==> config.mk <==
export PLATFORM = sky130hd
export DESIGN_NAME = mhtq_evq
export DESIGN_NICKNAME = d
export VERILOG_FILES = /design/src/design/mhtq_pkg.sv /design/src/design/mhtq_evq.sv
export SDC_FILE = /design/constraint.sdc
export NUM_CORES = 1
export LEC_CHECK = 0
export BUFFER_PORTS_ARGS = -buffer_cell sky130_fd_sc_hd__buf_4
export CORE_ASPECT_RATIO = 0.9
export CORE_UTILIZATION = 60
export CTS_CLUSTER_SIZE = 24
export DETAILED_ROUTE_END_ITERATION = 10
export PLACE_DENSITY_LB_ADDON = 0.25
export SETUP_SLACK_MARGIN = 0.3
export SKIP_LAST_GASP = 1
export SYNTH_ARGS = -nofsm -noshare
export SYNTH_HDL_FRONTEND = slang
export SYNTH_SLANG_ARGS = --single-unit
==> constraint.sdc <==
create_clock -name clk -period 3.4 [get_ports clk]
set_input_delay 0.34 -clock clk [delete_from_list [all_inputs] [get_ports clk]]
set_output_delay 0.34 -clock clk [all_outputs]
set_load 0.01 [all_outputs]
==> src/design/mhtq_pkg.sv <==
package mhtq_pkg;

	// Sizes of the queue.
	localparam int CAPACITY = 32;
	localparam int ID_W = 10;
	localparam int ID_COUNT = 1 << ID_W;
	localparam int SLOT_W = $clog2(CAPACITY);
	localparam int CNT_W = $clog2(CAPACITY + 1);
	localparam int KID_W = SLOT_W + 2;
	localparam int EXP_W = 32;
	localparam int TMO_W = 24;
	localparam int LEFT_W = 24;
	localparam int RES_W = 2;
	localparam int KIND_W = 2;

	// Slot table entry that can never be below the pending count.
	localparam logic [CNT_W-1:0] SLOT_NONE = '1;

	// Input kinds.
	localparam logic [KIND_W-1:0] KIND_TICK = 2'd0;
	localparam logic [KIND_W-1:0] KIND_SET = 2'd1;
	localparam logic [KIND_W-1:0] KIND_FIRE = 2'd2;
	localparam logic [KIND_W-1:0] KIND_CLEAR = 2'd3;

	// Result codes.
	localparam logic [RES_W-1:0] RES_EXPIRED = 2'd0;
	localparam logic [RES_W-1:0] RES_FIRED = 2'd1;
	localparam logic [RES_W-1:0] RES_DONE = 2'd2;
	localparam logic [RES_W-1:0] RES_FULL = 2'd3;

	typedef struct packed {
		logic [EXP_W-1:0] expiry;
		logic [ID_W-1:0] ident;
	} heap_ent_t;

	// One timer event to be buffered until the step is complete.
	typedef struct packed {
		logic valid;
		logic [RES_W-1:0] res;
		logic [ID_W-1:0] id;
	} ev_push_t;

	// Closing status of a step; start begins the output of the buffered items.
	typedef struct packed {
		logic start;
		logic [RES_W-1:0] res;
		logic [CNT_W-1:0] pending;
		logic has_next;
		logic [LEFT_W-1:0] left;
	} stat_t;

endpackage

==> src/design/mhtq_evq.sv <==
// Event buffer and output stage: holds the events of one step, then sends
// them followed by the status item once the step is complete.
module mhtq_evq (
	input  logic                 clk,
	input  logic                 arst_n,
	input  mhtq_pkg::ev_push_t   push,
	input  mhtq_pkg::stat_t      stat,
	output logic                 busy,
	output logic                 m_tvalid,
	input  logic                 m_tready,
	output logic [47:0]          m_tdata,   // event_id, pending, has_next, next_left_ms
	output logic [1:0]           m_tuser,   // event_res
	output logic                 m_tlast
);

	localparam logic [1:0] ST_IDLE = 2'd0;
	localparam logic [1:0] ST_RD = 2'd1;
	localparam logic [1:0] ST_LD = 2'd2;
	localparam logic [1:0] ST_WAIT = 2'd3;

	logic [1:0] state_q;
	logic [mhtq_pkg::CNT_W-1:0] wcnt_q;
	logic [mhtq_pkg::CNT_W-1:0] rcnt_q;
	logic [mhtq_pkg::RES_W+mhtq_pkg::ID_W-1:0] ev_mem [mhtq_pkg::CAPACITY];
	logic [mhtq_pkg::RES_W+mhtq_pkg::ID_W-1:0] rdata_q;
	mhtq_pkg::stat_t stat_q;
	logic valid_q;
	logic last_q;
	logic [mhtq_pkg::RES_W-1:0] res_q;
	logic [mhtq_pkg::ID_W-1:0] id_q;

	// Event memory, one write and one registered read per cycle.
	always_ff @(posedge clk) begin
		if (push.valid) begin
			ev_mem[wcnt_q[mhtq_pkg::SLOT_W-1:0]] <= {push.res, push.id};
		end
		rdata_q <= ev_mem[rcnt_q[mhtq_pkg::SLOT_W-1:0]];
	end

	// Output sequencer.
	always_ff @(posedge clk or negedge arst_n) begin
		if (!arst_n) begin
			state_q <= ST_IDLE;
			wcnt_q <= '0;
			rcnt_q <= '0;
			valid_q <= 1'b0;
		end else begin
			if (push.valid) begin
				wcnt_q <= wcnt_q + 1'b1;
			end
			case (state_q)
				ST_IDLE: begin
					if (stat.start) begin
						state_q <= ST_RD;
					end
				end
				ST_RD: begin
					if (rcnt_q < wcnt_q) begin
						state_q <= ST_LD;
					end else begin
						res_q <= stat_q.res;
						id_q <= '0;
						last_q <= 1'b1;
						valid_q <= 1'b1;
						state_q <= ST_WAIT;
					end
				end
				ST_LD: begin
					res_q <= rdata_q[mhtq_pkg::RES_W+mhtq_pkg::ID_W-1:mhtq_pkg::ID_W];
					id_q <= rdata_q[mhtq_pkg::ID_W-1:0];
					last_q <= 1'b0;
					valid_q <= 1'b1;
					state_q <= ST_WAIT;
				end
				ST_WAIT: begin
					if (m_tready) begin
						valid_q <= 1'b0;
						if (last_q) begin
							wcnt_q <= '0;
							rcnt_q <= '0;
							state_q <= ST_IDLE;
						end else begin
							rcnt_q <= rcnt_q + 1'b1;
							state_q <= ST_RD;
						end
					end
				end
				default: begin
					state_q <= ST_IDLE;
				end
			endcase
		end
	end

	// Status of the step, captured at its end.
	always_ff @(posedge clk) begin
		if (stat.start) begin
			stat_q <= stat;
		end
	end

	assign busy = (state_q != ST_IDLE);
	assign m_tvalid = valid_q;
	assign m_tuser = res_q;
	assign m_tlast = last_q;
	assign m_tdata = {7'b0, stat_q.left, stat_q.has_next, stat_q.pending, id_q};

`ifndef SYNTHESIS
	a_last_ends: assert property (@(posedge clk) disable iff (!arst_n)
		(m_tvalid && m_tready && m_tlast) |=> (state_q == ST_IDLE && wcnt_q == '0))
		else $error("buffer not emptied after final item");
	a_rd_bound: assert property (@(posedge clk) disable iff (!arst_n)
		(state_q == ST_LD) |-> (rcnt_q < wcnt_q))
		else $error("read beyond buffered events");
	a_wcnt_cap: assert property (@(posedge clk) disable iff (!arst_n)
		wcnt_q <= mhtq_pkg::CNT_W'(mhtq_pkg::CAPACITY))
		else $error("event buffer overflow");
`endif

endmodule

# Yosys cells after proc, flatten, opt, wreduce, memory -nomap -nowiden

Memories as Yosys holds them, arrays and structs flattened. A register that Yosys moved wholly into a read port is not among the register bits.
Index checks and enable logic that the tools add are counted.

Add/subtract/negate cells: 2
$lt $le $gt $ge: 1
Eq/ne operators: 6
Mux-type cells: 20
Reductions and logical operators: 8

Operators with widths:

| cell                                                            | count |
|---|---|
| 6-bit two-way mux                                               | 5 |
| 10-bit one-hot mux with 2 select lines                          | 1 |
| 6-bit by 1-bit adder with 6-bit output, second input constant   | 2 |
| 10-bit two-way mux                                              | 1 |
| 2-bit one-hot mux with 4 select lines                           | 1 |
| 6-bit < comparator                                              | 1 |
| 1-bit two-way mux                                               | 6 |
| 2-bit two-way mux                                               | 3 |
| 2-bit inequality test, second input constant                    | 3 |
| 3-bit AND reduction                                             | 2 |
| 2-bit == test, second input constant                            | 2 |
| 2-bit one-hot mux with 2 select lines                           | 1 |
| 2-bit AND reduction                                             | 2 |
| 2-bit nonzero test                                              | 2 |
| 1-bit one-hot mux with 3 select lines                           | 1 |
| 3-bit nonzero test                                              | 1 |
| 2-bit by 1-bit == test with 1-bit output, second input constant | 1 |
| 2-bit zero test                                                 | 1 |
| 1-bit one-hot mux with 2 select lines                           | 1 |

Register bits after elaboration: 61
Bits in writable memories: 384
Bits of input ports: 50
Output and inout port bits: 53
Word-level logic and storage cells: 49
Memories kept: 1

Memories:

| memory | words | width | rd ports | clocked after Yosys merged registers in | write ports | line           | RTL |
|---|---|---|---|---|---|---|---|
| ev_mem | 32    | 12    | 1        | 1                                       | 1           | mhtq_evq.sv:24 | `logic [mhtq_pkg::RES_W+mhtq_pkg::ID_W-1:0] ev_mem [mhtq_pkg::CAPACITY];` |

# Depth between registers and ports, before layout

Depth after elaboration: 5
Gate-level depth with buffers: 8
Mapped depth without buffers: 7

# Worst setup path before layout

No wires, ideal clock.

Path type: reg2reg
Start point: reg wcnt_q[4] in the netlist's numbering
End point: mem ev_mem[27][0] in the netlist's numbering, enable pin
Library setup time: 0.412 ns
Data arrival time: 2.153 ns
Required time: 2.988 ns
Path slack: 0.835 ns
Cell stages (with the launch flop): 4
Path buffers: 1
Period minus slack after synthesis: 2.565 ns
Cells stage by stage: dfrtp_1 > clkbuf_1 > clkinv_1 > nor4_1

RTL lines:

| element                  | line           | RTL |
|---|---|---|
| start: declaration       | mhtq_evq.sv:22 | `logic [mhtq_pkg::CNT_W-1:0] wcnt_q;` |
| start signal: assignment | mhtq_evq.sv:49 | `wcnt_q <= wcnt_q + 1'b1;` |
| end: declaration         | mhtq_evq.sv:24 |  |

Straight into the memory's write port.

# Worst setup path in the final report

Start point: reg wcnt_q[4] in the netlist's numbering
End point: reg id_q[4] in the netlist's numbering, enable pin

Longest elaborated chain between the ends: 3

RTL lines:

| element                                | line           | RTL |
|---|---|---|
| 6-bit < comparator                     | mhtq_evq.sv:58 | `if (rcnt_q < wcnt_q) begin` |
| 2-bit inequality test (no source line) | --             |  |
| 3-bit AND reduction (no source line)   | --             |  |
| end signal: assignment                 | mhtq_evq.sv:70 | `id_q <= rdata_q[mhtq_pkg::ID_W-1:0];` |
| end: declaration                       | mhtq_evq.sv:30 | `logic [mhtq_pkg::ID_W-1:0] id_q;` |

No other way between the ends.
A chain may end at the register's enable or synchronous reset.

==> impl_results.md <==
- Max IR drop VDD: 369 µV
- Post-CTS Setup Bufs: 0
- Setup violations, final: 0
- Clock tree buffer depth: 3
- Worst skew pair latency: 0.56 ns
- Top Ports: 103
- Highest metal used: met4
- DRC viols: 0
- Tcrit/Tclk final: 0.793
- Synth area leader: edfxtp_1
- Final nets: 1163
- All-Layer GR Usage: 0.264
- R2r setup slk: 0.70 ns
- #FFs+latches synth: 457
- Final min period: 2.70 ns
- CTS Root Cell: clkbuf_16
- DRT antenna net count: 0
- DR pass1 iterations: 5
- Slowest cell on crit path: dfrtp_1
- Share of cells above drive strength 1: 0.241
- Hold Violations, Final: 0
- Top post-synthesis cells by count: 430 x edfxtp_1, 51 x mux2i_1, 46 x mux4_2
- Register area share after synthesis: 0.753
- Most used DFF post-synth: edfxtp_1
- # diodes: 0
- Worst-Margin Slew: 0.769 ns
- Mapped Cells: 953
- Crit-path max FO: 13
- Pwr/cell area: 713 nW/µm²
- Mapped cell area: 18000 µm²
- Unique masters post-synth: 48
- Clk_skew: 0.0202 ns
- Layout area overhead: 15.5%
- Number of gates resized after cts: 0
- Pwr Total: 14.8 mW
- WL per Instance: 25.7 µm
- DR WL met3: 3.64 mm
- Ranking of synthesized cells by area: edfxtp_1 72%, mux4_2 5.8%, mux2i_1 2.8%
- Met1 wire length: 15.7 mm
- Leak Pwr: 6.89 nW
- Core Region: 29200 µm²
- Setup Crit Path Kind: register to register
- Post-DP HPWL: 23.1 mm
- Port buffer count: 95
- Worst Path Required: 3.63 ns
- Clk pin slew, worst setup/hold paths: 0.06 ns
- Avg Cell Area, Syn: 18.9 µm²
- Setup_tns: 0 ns
- Outcome: finished clean
- YS warnings: 0
- HP Class: primary input to register
- Global-route wire length before repair: 58.5 mm
- Largest net degree at the start of global routing: 50
- Worst slew margin: 0.488
- EDFF count, synth: 430
- Max incr delay on CP: 0.66 ns
- Clock sink count: 457
- Ys async rst share: 0.0328
- Routed via count: 9510
- Routability cong.: 0.890
- Die X: 184 µm
- WP data arrival: 2.92 ns
- WL final: 39.2 mm
- Vias per cell: 6.23
- Initial antenna violation count: 0
- RSZ-0062 raised after global routing: false
- FP Rows: 59
- CTS Buf Count: 43
- MaxCap Viol Count: 0
- CP Launch Type: register
- Metal2 WL: 18.9 mm
- Gr ovfl total: 0
- Initial core utilization: 0.616
- Finished Core Util: 0.712
- Crit path cell chain: clkinv_1 > ha_1 > nand2_1 > o211a_1 > o21a_1 > nor2_1 > buf_4
- H-tree Lvls: 2
- F_max: 371 MHz
- Endpoint class of the critical path: register
- TritonCTS clock tree: yes
- Most numerous cell in the Yosys netlist: edfxtp_1
- Yosys top cell area share: 0.719
- DRT iter0 DRCs: 999
- Die area: 30600 µm²
- Pins Over Slew Limit: 0
- Die height: 166 µm
- Vias in the first global route: 9418
critical path, delay by kind of cell (launching register included):
kind | cells | cell delay [ns]
buffers and inverters | 2 | 0.73
DFF | 1 | 0.66
adders and majority gates | 1 | 0.44
AOI/OAI and AO/OA | 2 | 0.36
and+or+nand+nor | 2 | 0.18
layout make-up:
cell class / count / area (µm²)
Clock buffer: 59 / 1210
Sequential cell: 457 / 13500
Inverter: 11 / 41.3
Timing Repair Buffer: 183 / 1500
Clock inverter: 19 / 129
Tap cell: 396 / 495
Fill cell: 1696 / 8410
Multi-Input combinational cell: 402 / 3850
stage by stage:
stage | instances | instance area (µm²) | worst slack [ns] | hold slack (ns)
finish | 1527 | 20800 | 0.703 | 0.157
global route | 1527 | 20800 | 0.603 | 0.169
CTS | 1527 | 20800 | 0.744 | 0.149
detailed placement | 1415 | 19100 | 0.785 | 0.214
global placement | 1415 | 19100 | 0.770 | 0.212
floorplan | 959 | 18000 | 0.835 | 0.0444
report_power, final:
group | total [mW] | switching (mW) | internal (mW) | leakage, nW
combinational | 3.18 | 1.82 | 1.36 | 2.04
clock | 4.55 | 1.98 | 2.57 | 0.666
sequential | 7.06 | 0.379 | 6.68 | 4.19
total | 14.8 | 4.18 | 10.6 | 6.89
per-layer routing:
layer  vias up  GRT usage
li1       4094          -
met1      4861      0.380
met2       481      0.411
met3        74     0.0575
met4         0     0.0761
met5         -          0
logic make-up (layout without fill, tap and decap cells):
group           count (synthesis)  in the layout  synth area share
mux                           113            113             0.107
simple gates                  141            141            0.0423
compound gates                122            122            0.0484
other cells                     1              7          0.000209
flops                         457            457             0.753
xor+xnor                        4              4           0.00195
buf+inv                       100            272            0.0369
fa+ha+maj                      15             15            0.0104
sequential cells by signal, indices dropped and copies added, names as in the netlist:
name / flops
state_q: 2
rcnt_q: 6
m_tuser: 2
m_tlast: 1
id_q: 10
wcnt_q: 6
m_tdata: 31
stat_q: 2
ev_mem: 384
m_tvalid: 1
rdata_q: 12
worst paths after layout:
check / from / endpoint / depth (start not counted)
min reg2reg: rdata_q[8]$_DFF_P_ / id_q[8]$_SDFFCE_PN0P_ / 1
max: wcnt_q[4]$_DFF_PN0_ / id_q[4]$_SDFFCE_PN0P_ / 7
min: push[12] / wcnt_q[0]$_DFF_PN0_ / 3
min in group asynchronous: arst_n / rcnt_q[0]$_DFFE_PN0P_ / 2
max reg2reg: wcnt_q[4]$_DFF_PN0_ / id_q[4]$_SDFFCE_PN0P_ / 7
max in group asynchronous: arst_n / rcnt_q[0]$_DFFE_PN0P_ / 2
cells in the final DEF (no fill, tap or decap), types with 13 or more instances in the layout:
cell type and count:
mux4_1 13, buf_4 146, edfxtp_1 430, o221ai_1 13, nor2_1 32, mux2i_1 51, a21oi_1 19, a2111oi_0 13
clkbuf_16 45, dlygate4sd3_1 34, dfrtp_1 13, ha_1 15, nor2b_1 38, mux4_2 46, nand2_1 15, a211oi_1 36
timing repair:
item                                    4_1_cts  5_1_grt
endpoints found under the hold margin        48        0
endpoints found under the setup margin        0        0
hold buffers                                 34        0
Power figures use the tool's default switching activity.
